**config.mk**
```make
export PLATFORM = sky130hd
export DESIGN_NAME = infix_to_postfix_converter_unit
export DESIGN_NICKNAME = d
export VERILOG_FILES = /design/src/itp_pkg.sv /design/src/itp_datapath.sv /design/src/itp_controller.sv /design/src/infix_to_postfix_converter_unit.sv
export SDC_FILE = /design/constraint.sdc
export NUM_CORES = 1
export LEC_CHECK = 0
export ABC_AREA = 1
export BUFFER_PORTS_ARGS = -buffer_cell sky130_fd_sc_hd__buf_2
export CORE_UTILIZATION = 40
export DETAILED_ROUTE_END_ITERATION = 6
export GPL_TIMING_DRIVEN = 1
export PLACE_DENSITY = 0.57
export SETUP_SLACK_MARGIN = 0.15
export SYNTH_ARGS = -nofsm -noshare
export SYNTH_HDL_FRONTEND = slang
export SYNTH_HIERARCHICAL = 1
export SYNTH_SLANG_ARGS = --single-unit
```
**constraint.sdc**
```tcl
create_clock -name clk -period 5 [get_ports clk]
set_input_delay 1 -clock clk [delete_from_list [all_inputs] [get_ports clk]]
set_output_delay 1 -clock clk [all_outputs]
set_load 0.03 [all_outputs]
```
**src/itp_pkg.sv**
```systemverilog
package itp_pkg;

  localparam int STACK_DEPTH_DEF = 32;

  localparam logic [7:0] CH_SENTINEL = 8'h23;  // '#'
  localparam logic [7:0] CH_LPAREN   = 8'h28;  // '('
  localparam logic [7:0] CH_RPAREN   = 8'h29;  // ')'
  localparam logic [7:0] CH_CARET    = 8'h5E;  // '^'
  localparam logic [7:0] CH_DOLLAR   = 8'h24;  // '$'
  localparam logic [7:0] CH_PLUS     = 8'h2B;
  localparam logic [7:0] CH_MINUS    = 8'h2D;
  localparam logic [7:0] CH_STAR     = 8'h2A;
  localparam logic [7:0] CH_SLASH    = 8'h2F;

  typedef logic signed [4:0] prec_t;

  typedef struct packed {
    logic [7:0] symbol;
    logic       end_of_expr;
  } symbol_item_t;

  typedef struct packed {
    logic [7:0] out_char;
    logic       is_terminator;
    logic       overflow_seen;
    logic       last;
  } result_item_t;

  // controller -> datapath
  typedef struct packed {
    logic load_item;
    logic insert;     // push symbol, or flag overflow when full
    logic pop;        // sp--, start read of new top
    logic fetch;      // load top from read data
    logic emit_top;
    logic emit_term;
    logic finalize;   // hand pending result out with last set
  } itp_cmd_t;

  // datapath -> controller
  typedef struct packed {
    logic pops;       // sp > 0 and stack prec of top > input prec
    logic match;      // stack prec of top == input prec
    logic sp_zero;
    logic fin;
    logic pend_valid;
    logic out_free;
  } itp_status_t;

  function automatic prec_t prec_in(input logic [7:0] c);
    prec_t p;
    case (c)
      CH_PLUS, CH_MINUS:   p = 5'sd1;
      CH_STAR, CH_SLASH:   p = 5'sd3;
      CH_CARET, CH_DOLLAR: p = 5'sd6;
      CH_LPAREN:           p = 5'sd9;
      CH_RPAREN:           p = 5'sd0;
      default:             p = 5'sd7;
    endcase
    return p;
  endfunction

  function automatic prec_t prec_stack(input logic [7:0] c);
    prec_t p;
    case (c)
      CH_PLUS, CH_MINUS:   p = 5'sd2;
      CH_STAR, CH_SLASH:   p = 5'sd4;
      CH_CARET, CH_DOLLAR: p = 5'sd5;
      CH_LPAREN:           p = 5'sd0;
      CH_SENTINEL:         p = -5'sd1;
      default:             p = 5'sd8;
    endcase
    return p;
  endfunction

endpackage

```
**src/itp_datapath.sv**
```systemverilog
module itp_datapath import itp_pkg::*; #(
  parameter int STACK_DEPTH = STACK_DEPTH_DEF
) (
  input  logic         clk,
  input  logic         rst,
  input  symbol_item_t item,
  input  logic         result_stall,
  output logic         result_valid,
  output result_item_t result,
  input  itp_cmd_t     cmd,
  output itp_status_t  status
);

  localparam int PTR_W = $clog2(STACK_DEPTH);

  logic [7:0]       mem [STACK_DEPTH];
  logic [7:0]       rdata;
  logic [7:0]       sym;
  logic             fin;
  logic [PTR_W-1:0] sp;
  logic [7:0]       top;
  logic             ovf;
  result_item_t     pend;
  logic             pend_valid;

  logic [PTR_W-1:0] sp_inc;
  logic [PTR_W-1:0] sp_dec;
  logic             full;
  logic             emit;
  result_item_t     new_res;
  result_item_t     pend_last;
  prec_t            p_in;
  prec_t            p_top;

  assign sp_inc = sp + 1'b1;
  assign sp_dec = sp - 1'b1;
  assign full   = (sp == PTR_W'(STACK_DEPTH - 1));
  assign emit   = cmd.emit_top | cmd.emit_term;
  assign p_in   = prec_in(sym);
  assign p_top  = prec_stack(top);

  always_comb begin
    new_res = '0;
    if (cmd.emit_term) begin
      new_res.is_terminator = 1'b1;
      new_res.overflow_seen = ovf;
    end else begin
      new_res.out_char = top;
    end
    pend_last      = pend;
    pend_last.last = 1'b1;
  end

  assign status.pops       = (sp != '0) && (p_top > p_in);
  assign status.match      = (p_top == p_in);
  assign status.sp_zero    = (sp == '0);
  assign status.fin        = fin;
  assign status.pend_valid = pend_valid;
  assign status.out_free   = !result_valid || !result_stall;

  // stack storage; entry zero is never written, the sentinel lives in top
  always_ff @(posedge clk) begin
    if (cmd.insert && !full) begin
      mem[sp_inc] <= sym;
    end
    if (cmd.pop) begin
      rdata <= mem[sp_dec];
    end
  end

  always_ff @(posedge clk) begin
    if (cmd.load_item) begin
      sym <= item.symbol;
      fin <= item.end_of_expr;
    end
    if (emit) begin
      pend <= new_res;
    end
    if (emit && pend_valid) begin
      result <= pend;
    end else if (cmd.finalize) begin
      result <= pend_last;
    end
  end

  always_ff @(posedge clk) begin
    if (rst) begin
      sp           <= '0;
      top          <= CH_SENTINEL;
      ovf          <= 1'b0;
      pend_valid   <= 1'b0;
      result_valid <= 1'b0;
    end else begin
      if (cmd.insert) begin
        if (full) begin
          ovf <= 1'b1;
        end else begin
          sp  <= sp_inc;
          top <= sym;
        end
      end
      if (cmd.pop) begin
        sp <= sp_dec;
      end
      if (cmd.fetch) begin
        top <= (sp == '0) ? CH_SENTINEL : rdata;
      end
      if (cmd.emit_term) begin
        sp  <= '0;
        top <= CH_SENTINEL;
        ovf <= 1'b0;
      end

      if (emit) begin
        pend_valid <= 1'b1;
      end else if (cmd.finalize) begin
        pend_valid <= 1'b0;
      end

      if ((emit && pend_valid) || cmd.finalize) begin
        result_valid <= 1'b1;
      end else if (!result_stall) begin
        result_valid <= 1'b0;
      end
    end
  end

endmodule

```
**src/itp_controller.sv**
```systemverilog
module itp_controller import itp_pkg::*; (
  input  logic        clk,
  input  logic        rst,
  input  logic        item_valid,
  output logic        item_stall,
  input  itp_status_t status,
  output itp_cmd_t    cmd
);

  typedef enum logic [2:0] {
    IDLE,
    EVAL,
    POP_WAIT,
    DISC_WAIT,
    FLUSH,
    FLUSH_WAIT,
    FINISH
  } state_t;

  state_t state;
  state_t state_next;
  logic   emit_ok;

  assign emit_ok = !status.pend_valid || status.out_free;

  always_comb begin
    cmd        = '0;
    state_next = state;
    case (state)
      IDLE: begin
        if (item_valid) begin
          cmd.load_item = 1'b1;
          state_next    = EVAL;
        end
      end
      EVAL: begin
        if (status.pops) begin
          if (emit_ok) begin
            cmd.emit_top = 1'b1;
            cmd.pop      = 1'b1;
            state_next   = POP_WAIT;
          end
        end else if (status.match && !status.sp_zero) begin
          cmd.pop    = 1'b1;
          state_next = DISC_WAIT;
        end else begin
          cmd.insert = !status.match;
          if (status.fin) begin
            state_next = FLUSH;
          end else if (!status.pend_valid) begin
            state_next = IDLE;
          end else if (status.out_free) begin
            cmd.finalize = 1'b1;
            state_next   = IDLE;
          end else begin
            state_next = FINISH;
          end
        end
      end
      POP_WAIT: begin
        cmd.fetch  = 1'b1;
        state_next = EVAL;
      end
      DISC_WAIT: begin
        cmd.fetch = 1'b1;
        if (status.fin) begin
          state_next = FLUSH;
        end else if (!status.pend_valid) begin
          state_next = IDLE;
        end else if (status.out_free) begin
          cmd.finalize = 1'b1;
          state_next   = IDLE;
        end else begin
          state_next = FINISH;
        end
      end
      FLUSH: begin
        if (emit_ok) begin
          if (!status.sp_zero) begin
            cmd.emit_top = 1'b1;
            cmd.pop      = 1'b1;
            state_next   = FLUSH_WAIT;
          end else begin
            cmd.emit_term = 1'b1;
            state_next    = FINISH;
          end
        end
      end
      FLUSH_WAIT: begin
        cmd.fetch  = 1'b1;
        state_next = FLUSH;
      end
      FINISH: begin
        if (!status.pend_valid) begin
          state_next = IDLE;
        end else if (status.out_free) begin
          cmd.finalize = 1'b1;
          state_next   = IDLE;
        end
      end
      default: begin
        state_next = IDLE;
      end
    endcase
  end

  always_ff @(posedge clk) begin
    if (rst) begin
      state      <= IDLE;
      item_stall <= 1'b0;
    end else begin
      state      <= state_next;
      item_stall <= (state_next != IDLE);
    end
  end

endmodule

```
**src/infix_to_postfix_converter_unit.sv**
```systemverilog
// Infix to postfix converter, shunting-yard over a memory-backed operator stack.
// Each operator popped and emitted waits on a stack memory read, a discarded '('
// waits on the refetch of the new top, and the end-of-expression flush pops every entry
// and then emits the terminator and hands it out. Result stalls add wait time. One item
// in flight: no new item is taken until the current one is done. Reset (rst, sync,
// active high): stack back to sentinel, overflow and valids cleared.
module infix_to_postfix_converter_unit import itp_pkg::*; #(
  parameter int STACK_DEPTH = STACK_DEPTH_DEF
) (
  input  logic         clk,
  input  logic         rst,
  // input channel: one infix character per transfer
  input  logic         item_valid,
  output logic         item_stall,
  input  symbol_item_t item,
  // result channel: one postfix character or the terminator per transfer
  output logic         result_valid,
  input  logic         result_stall,
  output result_item_t result
);

  itp_cmd_t    cmd;
  itp_status_t status;

  // Controller sequences pop/push/flush; stall is high for the whole item.
  itp_controller u_ctrl (
    .clk        (clk),
    .rst        (rst),
    .item_valid (item_valid),
    .item_stall (item_stall),
    .status     (status),
    .cmd        (cmd)
  );

  // Datapath: stack memory with a registered top, one pending result held
  // back until it is known whether it is the last of its item, and the
  // output register that decouples the result side.
  itp_datapath #(
    .STACK_DEPTH (STACK_DEPTH)
  ) u_dp (
    .clk          (clk),
    .rst          (rst),
    .item         (item),
    .result_stall (result_stall),
    .result_valid (result_valid),
    .result       (result),
    .cmd          (cmd),
    .status       (status)
  );

  // a pop and a push never share a cycle
  a_no_pop_push: assert property (@(posedge clk) disable iff (rst)
    !(cmd.pop && cmd.insert))
    else $error("pop and push in the same cycle");

  // an emit that displaces the pending result needs a free output register
  a_emit_room: assert property (@(posedge clk) disable iff (rst)
    (cmd.emit_top || cmd.emit_term) && status.pend_valid |-> status.out_free)
    else $error("emit would overwrite an unaccepted result");

  // the terminator always closes its item
  a_term_last: assert property (@(posedge clk) disable iff (rst)
    result_valid && result.is_terminator |-> result.last)
    else $error("terminator without last");

  // once an item is taken, the input stays stalled while it is worked on
  a_one_item: assert property (@(posedge clk) disable iff (rst)
    item_valid && !item_stall |=> item_stall)
    else $error("second item taken while busy");

endmodule

```
* After elaboration in Yosys (flattened, before gate mapping) *
Memory sizes are Yosys's and may differ from the RTL's. A register that Yosys moved wholly into a read port is not among the register bits.
Cells that the tools add are included.
W data, S select, Z words.

cells by class
  add/subtract/negate cells = 2
  multiply operators = 0
  divide/modulo/power cells = 0
  $lt $le $gt $ge = 1
  equality and inequality tests = 27
  shift operators = 0
  mux-type cells = 53
  bitwise gates (word level) = 1
  reductions and logical operators = 32

operators by type and width
  kind                   count
  $eq A8 B6 Y1 const B   14
  $mux W8                4
  $mux W3                10
  $mux W1                25
  $pmux W5 S5            1
  $mux W11               2
  $pmux W3 S7            1
  $pmux W4 S5            1
  $eq A8 B7 Y1 const B   2
  $mux W5                3
  $reduce_or A2 Y1       7
  $eq A3 B3 Y1 const B   3
  $reduce_bool A2 Y1     4
  $eq A3 B2 Y1 const B   2
  $logic_not A1 Y1       6
  $mux W2                3
  $reduce_and A2 Y1      3
  $add A5 B1 Y5 const B  1
  $eq A5 B5 Y1           1
  $eq A5 B5 Y1 const B   1
  $gt A5 B5 Y1           1
  $logic_not A5 Y1       1
  $reduce_bool A5 Y1     1
  $sub A5 B1 Y5 const B  1
  other kinds (11)       18

word-level totals
  register bits = 50
  bits in latches = 0
  bits in writable memories = 256
  ROM bits = 0
  memories kept = 1

memory list
  memory    depth  bits a word  read ports  clocked after Yosys merged registers in  write ports  line                text
  u_dp.mem  32     8            1           1                                        1            itp_datapath.sv:16  logic [7:0] mem [STACK_DEPTH];

* Logic depth before layout (Yosys ltp) *
Gate-level depths: netlist of run 1.

  depth after elaboration = 11
  gate-level depth with buffers = 22

* By module *
Netlist of run 1, hierarchy kept.

by module, submodules not included
  module          times used  cells an instance  area an instance (µm²)  seq. area each (µm²)
  itp_datapath    1           1072               12858.6                 9148.8
  itp_controller  1           69                 410.4                   80.1

* Worst setup path before layout of run 1 *
Ideal clock, no wire load.

  path type = flip-flop to flip-flop
  start point = reg u_dp.sym[1]
  end point = reg u_dp.sp[3]
  library setup time = 0.116 ns
  data arrival time = 4.159 ns
  slack = 0.725 ns
  stages on the path, launching flop included = 21
  buffers on the path = 0
  path through = edfxtp_1 inv_1 nor2_1 nand3_1 o41ai_1 a31oi_1 ha_1 nand2_1 nor2_1 a211o_1 nand2_1 nand2_1 inv_1 nor2_1 inv_1 nor2_1 o31ai_1 nor2_1 o2bb2ai_1 o21ai_0 inv_1

RTL lines
  what                      line                 text
  start: declaration        itp_datapath.sv:18   logic [7:0] sym;
  start signal: assignment  itp_datapath.sv:73   sym <= item.symbol;
  end signal: assignment    itp_datapath.sv:98   sp <= sp_inc;
  end signal: assignment    itp_datapath.sv:103  sp <= sp_dec;
  end: declaration          itp_datapath.sv:20   logic [PTR_W-1:0] sp;

==> parameters.txt, run 1 <==
Parameter                              Value

Critical path
  R2R Path Start    u_dp/sym[3]
  FF-to-FF End    u_dp/mem[17][4]
  Critical Setup Path Class    flop to flop
  Slowest stage cell, crit path    sky130_fd_sc_hd__nor2_1
  Arrival time worst endpoint    4460 ps
  Worst path top cell family by delay    simple AND/OR/NAND/NOR gates
  Worst stage delay on the critical path    about 680 ps
  Kind of end point of the critical path    flop
  Endpoint required time on the critical path    5140 ps
  Depth of the most critical reg-to-reg path    19
  Critical Path Source Type    flop
  Worst R2R Setup Slack    680 ps
  Crit path buf inv count    3
  Worst Path Max Fanout    8
  Cell-by-cell listing of the critical path    inv_1 -> nor2_1 -> nand2_1 -> nor2_1 -> a31oi_1 -> a31oi_1 -> ha_1 -> nand2_1 -> nor2_1 -> a211o_1 -> nand2_1 -> nand2_1 -> inv_1 -> nor2_1 -> nor3_1 -> inv_1 -> nor2_2 -> nand2_1 -> nor2_1

Final layout
  Final core area utilization    0.4613
  Multi-input gate area in the final layout    3523 um2
  Area used by sequential logic in the layout    about 9200 um2
  Number of antenna diodes    0
  Area added between synthesis and finish    13.41%
  Most common library cell in the layout ignoring fill and taps    sky130_fd_sc_hd__edfxtp_1
  Layout net count    1205
  Fraction of layout cells with a size suffix above 1    0.1144
  Number of fill cells in the layout    2991
  Commonest non-fill, non-tap cells in the layout    sky130_fd_sc_hd__edfxtp_1 (294), sky130_fd_sc_hd__nor2_1 (269), sky130_fd_sc_hd__o21ai_0 (161), sky130_fd_sc_hd__nand2_1 (91), sky130_fd_sc_hd__inv_1 (61)
  Non-filler instance count after layout    1648
  Post-route cell area    15050 um2

Hold path
  Path type of the worst min-delay path    flop to flop
  Destination of the worst hold path    u_dp/result[4]
  Worst hold path stage count    0
  HP Start    u_dp/pend[4]

Global routing
  Global-route wire length before repair    50240 um
  Initial antenna violation count    1
  Maximum number of pins on one net before global-route repair    about 120
  All-layer global routing usage    0.2000
  Vias in the first global route    8591
  Residual overflow from global routing    0

Place
  Placement Cell Area    around 14000 um2
  Global placement routability congestion    just under 0.9
  I/O Buffers    25
  DP Wirelength    20140 um
  Number of placed instances with taps included    1588

Drt
  Number of nets with antenna violations after detailed routing    0
  Total detailed-routing wirelength    32890 um
  Number of DRC markers in iteration 0    892
  Post-route DRC violation count    0
  Total iterations of the first detailed-routing run    6
  DR WL/cell    19.96 um
  Via-per-instance ratio    5.276
  Total via count in the routed design    8695

Clocking
  Clk Latency, worst-skew pair    510 ps
  Number of buffers added by the clock tree synthesis step    35
  Clock root buffer    sky130_fd_sc_hd__clkbuf_16
  Number of clock sinks    314
  Number of hold buffers added after CTS    0
  Largest buffer count on any clock path    3
  Number of gates given a new drive strength after cts    0
  H-tree levels    2
  Clk pin slew, worst setup/hold paths    60 ps
  TritonCTS clock tree    built
  Number of buffers inserted by post-CTS setup repair    0

Logic synthesis
  Post-synthesis instance area    roughly 13000 um2
  Synth Net Count    1163
  Distinct cell type count of the synthesized netlist    40
  Synth Area per Inst    11.63 um2
  Post-synth EDFFs    around 300
  Share of flip-flops with an asynchronous set or reset    0
  Flip-flop and latch count after synthesis    314
  Dominant synthesized flop cell    sky130_fd_sc_hd__edfxtp_1
  Sequential-to-total area share from yosys stat    0.6955
  YS warnings    6
  Number of instances in the synthesized netlist    1141

STA
  Tcrit/Tclk final    0.8642
  Number of failing hold endpoints at the final stage    0
  Minimum clock period    approximately 4300 ps
  Sum Neg Setup Slack    0 ps
  Worst max-slew margin expressed relative to the limit    0.2239
  Final setup violating endpoints    0
  Highest attainable clock frequency    between 200 and 250 MHz
  Unrepaired setup endpoints after global routing    false
  Number of pins with negative max-slew slack in the final report    0
  Fin Clk Skew    11.33 ps
  Tightest Pin Transition    1164 ps

Die
  Count of standard-cell rows    66
  Floorplan die height    184.1 um
  Die boundary width    ~180 um
  Core region area    32620 um2
  Die Footprint    33910 um2
  Starting utilization of the core area    0.4068
  Io pins    26

Power
  Leakage    between 5 and 6 nW
  Worst IR drop on VDD    317.9 uV
  Power per cell area    approximately 640 nW/um2

Run status
  Run status    finished clean

Job
  Max-capacitance violation count    0
## synth_stat cells (4+ instances only)
cell type	count	area, um2
sky130_fd_sc_hd__edfxtp_1	294	8828
sky130_fd_sc_hd__nor2_1	269	1010
sky130_fd_sc_hd__o21ai_0	161	805.8
sky130_fd_sc_hd__nand2_1	91	341.6
sky130_fd_sc_hd__inv_1	61	229.0
sky130_fd_sc_hd__o211ai_1	60	450.4
sky130_fd_sc_hd__nand3_1	30	150.1
sky130_fd_sc_hd__buf_2	25	125.1
sky130_fd_sc_hd__clkbuf_1	20	75.07
sky130_fd_sc_hd__dfxtp_1	20	400.4
sky130_fd_sc_hd__o21ai_1	16	80.08
sky130_fd_sc_hd__a21oi_1	14	70.07
sky130_fd_sc_hd__ha_1	9	112.6
sky130_fd_sc_hd__nor3_1	7	35.03
sky130_fd_sc_hd__buf_4	6	45.04
sky130_fd_sc_hd__a2111oi_0	5	43.79
sky130_fd_sc_hd__a31oi_1	5	31.28
sky130_fd_sc_hd__buf_6	5	56.30
sky130_fd_sc_hd__o211ai_2	5	62.56
sky130_fd_sc_hd__nand3_2	4	40.04
sky130_fd_sc_hd__nor2_2	4	25.02
## worst max path at each step
stage                startpoint               to  slack, ps  depth (start not counted)
finish              u_dp/sym[3]  u_dp/mem[17][4]        680                         19
global route        u_dp/sym[1]  u_dp/mem[16][5]        330                         18
CTS                 u_dp/sym[3]  u_dp/mem[17][1]        730                         19
detailed placement  u_dp/sym[3]  u_dp/mem[17][4]        740                         19
global placement    u_dp/sym[3]  u_dp/mem[17][1]        890                         19
floorplan           u_dp/sym[1]       u_dp/sp[3]        730                         20
## sequential cells by signal (all words and copies together), names as in the netlist
name,cells
u_ctrl/item_stall,1
u_ctrl/state,3
u_dp/fin,1
u_dp/mem,256
u_dp/ovf,1
u_dp/pend,10
u_dp/pend_valid,1
u_dp/rdata,8
u_dp/result,11
u_dp/result_valid,1
u_dp/sp,5
u_dp/sym,8
u_dp/top,8
## layout make-up
class	count	share of cell area
Tap cell	442	0.03675
Clock buffer	45	0.06419
Sequential cell	314	0.6135
Clock inverter	15	0.008148
Inverter	65	0.01646
Timing Repair Buffer	62	0.02677
Multi-Input combinational cell	705	0.2341
## stage by stage
step / hold WS [ps] / worst slack, ps / total power, W
final: 417.9 / 678.8 / 0.009637
after CTS: 418.3 / 725.8 / 0.009658
after detailed placement: 405.4 / 744.8 / 0.007220
after global placement: 402.5 / 886.2 / 0.007223
after global routing: 432.4 / 331.5 / 0.01016
after floorplan: 400.3 / 725.1 / 0.006074
## worst register-to-register path, stage by stage (launching register included)
cell	delay [ps]
sky130_fd_sc_hd__edfxtp_1	490
sky130_fd_sc_hd__inv_1	90
sky130_fd_sc_hd__nor2_1	250
sky130_fd_sc_hd__nand2_1	90
sky130_fd_sc_hd__nor2_1	200
sky130_fd_sc_hd__a31oi_1	90
sky130_fd_sc_hd__a31oi_1	190
sky130_fd_sc_hd__ha_1	280
sky130_fd_sc_hd__nand2_1	80
sky130_fd_sc_hd__nor2_1	40
sky130_fd_sc_hd__a211o_1	210
sky130_fd_sc_hd__nand2_1	60
sky130_fd_sc_hd__nand2_1	50
sky130_fd_sc_hd__inv_1	50
sky130_fd_sc_hd__nor2_1	100
sky130_fd_sc_hd__nor3_1	280
sky130_fd_sc_hd__inv_1	100
sky130_fd_sc_hd__nor2_2	210
sky130_fd_sc_hd__nand2_1	410
sky130_fd_sc_hd__nor2_1	680
## kinds of logic (layout without fill, tap and decap cells)
kind of cell,after synthesis,after routing,share of synthesized area
AOI/OAI and AO/OA,279,279,0.1250
xor gates and xnor gates,5,5,0.005281
adders and majority gates,9,9,0.008487
buffers and inverters,122,187,0.04168
DFF,314,314,0.6955
and+or+nand+nor,412,412,0.1240
## layer usage
| layer | global-route usage | up-vias | wire length, um |
|---|---|---|---|
| li1 | - | 4152 | - |
| met1 | 0.2778 | 4194 | 14710 |
| met2 | 0.3220 | 273 | 15370 |
| met3 | 0.02628 | 74 | 1851 |
| met4 | 0.07133 | 2 | 940 |
| met5 | 0 | - | 15 |
## power by group
group,leakage (nW),switching [W],internal [W]
sequential,2.81,0.000126,0.00334
combinational,1.92,0.00268,0.00104
clock,0.529,0.000985,0.00146
Power figures use the tool's default switching activity.
==> inputs of run 2 (changes only) <==
Settings changed: PLACE_DENSITY 0.57 to 0.59.
Clock period 5 ns to 3.74 ns, I/O delays scaled along.
==> parameters.txt, run 2 (synthesis gave the netlist of run 1 again) <==
Parameter                              Value

Run status
  Run status    finished clean

Power
  Internal portion of total power    0.007909 W
  Net Sw Frac    0.4019
  Leakage    5.235 nW
  Fraction of power consumed by combinational cells    0.405
  Part of the power in registers    0.350
  P_sw    between 0.005 and 0.006 W
  Worst IR drop on VDD    525.3 uV
  Power per cell area    859.2 nW/um2
  Clock group share of total power    0.245

STA
  Tightest Pin Transition    718.9 ps
  Unrepaired setup endpoints after global routing    false
  Fin Clk Skew    16.79 ps
  Minimum clock period    3358 ps
  Number of failing hold endpoints at the final stage    0
  Number of pins with negative max-slew slack in the final report    0
  Worst max-slew margin expressed relative to the limit    0.5203
  Tcrit/Tclk final    0.8978
  Final setup violating endpoints    0
  Sum Neg Setup Slack    0 ps
  Highest attainable clock frequency    297.8 MHz

Clocking
  TritonCTS clock tree    built
  Clk pin slew, worst setup/hold paths    around 60 ps
  Number of clock sinks    around 310
  H-tree levels    2
  Clock root buffer    sky130_fd_sc_hd__clkbuf_16
  Number of buffers added by the clock tree synthesis step    34
  Clk Latency, worst-skew pair    around 520 ps
  Largest buffer count on any clock path    3

Critical path
  Slowest stage cell, crit path    sky130_fd_sc_hd__edfxtp_1
  Worst R2R Setup Slack    380 ps
  Cell-by-cell listing of the critical path    buf_8 -> nand3_1 -> a21oi_2 -> inv_1 -> a31oi_1 -> ha_1 -> nand2_1 -> nor2_1 -> a211o_1 -> nand2_1 -> nand2_1 -> inv_1 -> nor2_2 -> nor3_2 -> inv_1 -> nor2_4 -> buf_12 -> nand2_8 -> nor2_4
  Endpoint required time on the critical path    just under 4000 ps
  Worst Path Max Fanout    16
  Kind of end point of the critical path    flop
  Critical Path Source Type    flop
  Arrival time worst endpoint    3540 ps
  Worst stage delay on the critical path    between 400 and 500 ps
  Critical Setup Path Class    flop to flop

Final layout
  Commonest non-fill, non-tap cells in the layout    sky130_fd_sc_hd__edfxtp_1 (294), sky130_fd_sc_hd__nor2_1 (232), sky130_fd_sc_hd__o21ai_0 (161), sky130_fd_sc_hd__nand2_1 (86)
  Final core area utilization    0.4718
  Area added between synthesis and finish    15.97%
  Most common library cell in the layout ignoring fill and taps    sky130_fd_sc_hd__edfxtp_1
  Fraction of layout cells with a size suffix above 1    0.1476
  Number of antenna diodes    0
  Biggest register    u_dp/mem
  Max reg flops    256
  Top flop regs    u_dp/mem x256, u_dp/result x11, u_dp/pend x10
  Layout net count    approximately 1200

Drt
  Total iterations of the first detailed-routing run    5
  Post-route DRC violation count    0
  Total via count in the routed design    8683
  Number of nets with antenna violations after detailed routing    0
  Total detailed-routing wirelength    31580 um
  Number of DRC markers in iteration 0    705
  Via-per-instance ratio    5.291
  DR WL/cell    a little under 20 um

Die
  Count of standard-cell rows    66
  Die boundary width    184.1 um
  Die Footprint    33910 um2
  Floorplan die height    184.1 um
  Starting utilization of the core area    0.4068
  Core region area    32620 um2
  Io pins    26

Hold path
  Path type of the worst min-delay path    input pin to flop

Global routing
  Global-route wire length before repair    about 49000 um
  All-layer global routing usage    0.1913
  Maximum number of pins on one net before global-route repair    just under 70
  Residual overflow from global routing    0
  Initial antenna violation count    0
  Vias in the first global route    about 8400

Place
  Global placement routability congestion    0.8267
  I/O Buffers    25
  DP Wirelength    19520 um

Job
  Max-capacitance violation count    0
-- run 2: cell types whose count changed in the layout (fill, tap and decap cells not counted), moves of 3 or more --
cell / previous run / this run
sky130_fd_sc_hd__clkbuf_1: 7 / 11
sky130_fd_sc_hd__nor2_1: 269 / 232
sky130_fd_sc_hd__nand2_8: 0 / 4
sky130_fd_sc_hd__buf_4: 37 / 24
sky130_fd_sc_hd__nand2_1: 91 / 86
sky130_fd_sc_hd__nor2_4: 0 / 34
sky130_fd_sc_hd__nor2_2: 4 / 7
sky130_fd_sc_hd__clkinv_1: 6 / 3
-- run 2: stage by stage --
stage	power, W	setup slack [ps]	cell area, um2	std cells	hold WS [ps]
after floorplan	0.008332	119.5	13620	1141	400.3
after global placement	0.01001	385.8	14250	1577	403.3
after detailed placement	0.009996	338.3	14250	1577	407.0
after CTS	0.01326	307.1	15330	1638	395.7
after global routing	0.01398	152.2	15390	1641	391.6
final	0.01322	382.2	15390	1641	414.7
-- run 2: cell type report --
cell class,count,area (um2)
inverter,65,247.7
timing repair buffer,54,382.9
multi-input combinational,705,3889
sequential,314,9233
clock buffer,48,944.7
clock inverter,13,138.9
tap,442,553.0
fill,2916,17230
-- run 2: final timing paths --
path / startpoint / endpoint / cells past startpoint
worst max-delay path: u_dp/sym[1] / u_dp/mem[22][5] / 19
worst min-delay path: item[8] / u_dp/sym[7] / 1
worst max register to register: u_dp/sym[1] / u_dp/mem[22][5] / 19
worst min register to register: u_dp/pend[2] / u_dp/result[2] / 0
-- run 2: worst max-delay path: cells and delay by family (launching register included) --
family,cells,cell delay [ps]
DFF,1,460
buffers and inverters,5,620
and+or+nand+nor,10,1110
AOI/OAI and AO/OA,3,560
adders and majority gates,1,280
-- run 2: metal layers --
metal | up-vias | track usage | wire, um
li1 | 4146 | - | -
met1 | 4217 | 0.2628 | 13940
met2 | 261 | 0.3092 | 14970
met3 | 59 | 0.03221 | 1893
met4 | 0 | 0.06100 | 775
met5 | - | 0 | 0
-- run 2: timing repair --
| item | CTS | global route |
|---|---|---|
| hold buffers | 0 | 0 |
| buffers inserted | 0 | 3 |
| setup endpoints to repair | 0 | 210 |
| hold endpoints to repair | 0 | 0 |
| gates resized for setup | 0 | 9 |
-- run 2: power by group through the flow --
stage                     Clock, W  Sequential (W)  Combinational (W)
after floorplan                  0         0.00478            0.00355
after global placement           0         0.00470            0.00531
after detailed placement         0         0.00470            0.00529
after CTS                  0.00331         0.00463            0.00532
after global routing       0.00344         0.00466            0.00588
final                      0.00324         0.00463            0.00535
==> inputs of run 3 (changes only) <==
Settings changed: PLACE_DENSITY 0.59 to 0.69, SYNTH_HIERARCHICAL 1 to not set.
==> parameters.txt, run 3 <==
Parameter                              Value

Final layout
  Area added between synthesis and finish    14.98%
  Layout net count    around 1200
  Number of antenna diodes    0
  Most common library cell in the layout ignoring fill and taps    sky130_fd_sc_hd__edfxtp_1
  Commonest non-fill, non-tap cells in the layout    sky130_fd_sc_hd__edfxtp_1 (294), sky130_fd_sc_hd__nor2_1 (232), sky130_fd_sc_hd__nand2_1 (102), sky130_fd_sc_hd__o21ai_0 (90), sky130_fd_sc_hd__inv_1 (50)
  Fraction of layout cells with a size suffix above 1    0.1309
  Max reg flops    roughly 260
  Top flop regs    u_dp.mem x256, u_dp.result x11, u_dp.pend x10
  Biggest register    u_dp.mem

Critical path
  Worst R2R Setup Slack    approximately 440 ps
  Kind of end point of the critical path    flop
  Cell-by-cell listing of the critical path    inv_1 -> nand4_1 -> nor3_1 -> inv_1 -> o311ai_0 -> ha_1 -> and3_1 -> nand2_2 -> nor2_4 -> nor2_8 -> nand3_4 -> inv_4 -> nand2_2 -> nor2_2
  Critical Setup Path Class    flop to flop
  FF-to-FF End    u_dp.mem[19][5]
  Slowest stage cell, crit path    sky130_fd_sc_hd__nor2_2
  Depth of the most critical reg-to-reg path    14
  Worst Path Max Fanout    10
  Endpoint required time on the critical path    3910 ps
  Critical Path Source Type    flop
  Crit path buf inv count    3
  R2R Path Start    u_dp.sym[7]
  Arrival time worst endpoint    3470 ps
  Worst stage delay on the critical path    between 400 and 500 ps
  Worst path top cell family by delay    simple AND/OR/NAND/NOR gates

Logic synthesis
  Flip-flop and latch count after synthesis    314
  YS warnings    0
  Most area-hungry cell type in the Yosys netlist    sky130_fd_sc_hd__edfxtp_1
  Synth area leaders    sky130_fd_sc_hd__edfxtp_1 (67%), sky130_fd_sc_hd__nor2_1 (6.7%), sky130_fd_sc_hd__o21ai_0 (3.4%)
  Number of instances in the synthesized netlist    1084
  Synth Area per Inst    around 12 um2
  Dominant synthesized flop cell    sky130_fd_sc_hd__edfxtp_1
  Post-synth EDFFs    approximately 290
  Ranking of synthesized cells by instance count    sky130_fd_sc_hd__edfxtp_1 (294), sky130_fd_sc_hd__nor2_1 (235), sky130_fd_sc_hd__nand2_1 (102), sky130_fd_sc_hd__o21ai_0 (90), sky130_fd_sc_hd__inv_1 (50)
  Sequential-to-total area share from yosys stat    0.6999
  Share of Yosys cell area claimed by the top area cell type    0.6696
  Synth Net Count    between 1000 and 1500
  Distinct cell type count of the synthesized netlist    42
  Share of flip-flops with an asynchronous set or reset    0
  Post-synthesis instance area    13190 um2
  Most frequently used cell type in the post-synthesis netlist    sky130_fd_sc_hd__edfxtp_1

Place
  DP Wirelength    18590 um
  Global placement routability congestion    0.8924
  I/O Buffers    25
  Pre-CTS setup slack    about 290 ps

Clocking
  Largest buffer count on any clock path    3
  Number of clock sinks    ~310
  Number of buffers inserted by post-CTS setup repair    0
  Number of hold buffers added after CTS    0
  H-tree levels    2
  Clk pin slew, worst setup/hold paths    60 ps
  Clock root buffer    sky130_fd_sc_hd__clkbuf_16
  Clk Latency, worst-skew pair    520 ps
  Number of buffers added by the clock tree synthesis step    34
  Number of gates given a new drive strength after cts    0
  TritonCTS clock tree    built

STA
  Setup slack after layout    441.2 ps
  Unrepaired setup endpoints after global routing    false
  Tcrit/Tclk final    0.8820
  Minimum clock period    3299 ps
  Final setup violating endpoints    0
  Hold slack    407.5 ps
  Tightest Pin Transition    821.7 ps
  Worst max-slew margin expressed relative to the limit    0.4503
  Number of pins with negative max-slew slack in the final report    0
  Highest attainable clock frequency    303.1 MHz
  Number of failing hold endpoints at the final stage    0
  Sum Neg Setup Slack    0 ps
  Fin Clk Skew    ~23 ps

Die
  Floorplan die height    ~180 um
  Die boundary width    183.6 um
  Starting utilization of the core area    0.4063
  Io pins    26
  Die Footprint    33690 um2
  Count of standard-cell rows    66
  Core region area    32450 um2

Global routing
  All-layer global routing usage    0.1799
  Initial antenna violation count    0
  Residual overflow from global routing    0
  Maximum number of pins on one net before global-route repair    around 110
  Vias in the first global route    8279
  Global-route wire length before repair    around 47000 um

Drt
  Number of DRC markers in iteration 0    943
  Total detailed-routing wirelength    29740 um
  Via-per-instance ratio    5.395
  DR WL/cell    18.46 um
  Post-route DRC violation count    0
  Total via count in the routed design    8692
  Total iterations of the first detailed-routing run    5
  Number of nets with antenna violations after detailed routing    0

Power
  Worst IR drop on VDD    405.2 uV
  Leakage    5.142 nW
  Power per cell area    just over 800 nW/um2

Job
  Max-capacitance violation count    0

Hold path
  HP Start    item[0]
  Worst hold path stage count    1
  Destination of the worst hold path    u_dp.fin
  Path type of the worst min-delay path    input pin to flop

Run status
  Run status    finished clean
## run 3: through the flow
step	power [W]	area, um2	std cells	util
after floorplan	0.007590	13190	1084	-
after global placement	0.009061	14120	1552	0.4352
after detailed placement	0.009154	14120	1552	0.4352
after CTS	0.01227	15150	1611	0.4669
after global routing	0.01287	15160	1611	0.4672
final	0.01224	15160	1611	0.4672
## run 3: metal layers
layer  vias up  track usage  routed length (um)
met3        44      0.02655                1997
met4         0      0.05900                 639
met2       338       0.2844               13890
met5         -            0                   0
met1      4224       0.2546               13220
li1       4086            -                   -
## run 3: power breakdown
group	switching [W]	internal [W]	leakage, nW
clock network	0.00131	0.00179	0.501
logic	0.00316	0.00136	1.83
registers	0.000169	0.00444	2.81
## run 3: logic make-up (layout without fill, tap and decap cells)
group | Yosys count | count (layout) | synth area share
fa+ha+maj | 9 | 9 | 0.008541
flops | 314 | 314 | 0.6999
xor+xnor | 4 | 4 | 0.002658
buf+inv | 110 | 195 | 0.03217
simple gates | 408 | 408 | 0.1314
mux | 25 | 25 | 0.01898
compound gates | 214 | 214 | 0.1063
## run 3: worst max-delay path by stage
stage / endpoint / start / depth (start not counted) / slack [ps]
finish: u_dp.mem[19][5] / u_dp.sym[7] / 14 / 440
global route: u_dp.mem[19][5] / u_dp.sym[6] / 14 / 210
CTS: u_dp.mem[19][4] / u_dp.sym[2] / 13 / 260
detailed placement: u_dp.mem[19][0] / u_dp.sym[2] / 13 / 290
global placement: u_dp.mem[19][1] / u_dp.sym[2] / 13 / 440
floorplan: u_dp.mem[0][0] / u_dp.sym[2] / 13 / 240
## run 3: cell type report
class	instances	area [um2]
flip-flops and latches	314	9233
inverters	59	226.5
fillers	2880	17290
well taps	442	553.0
multi-input cells	660	3552
repair buffers	77	565.5
clock buffers	44	909.6
clock inverters	15	121.4
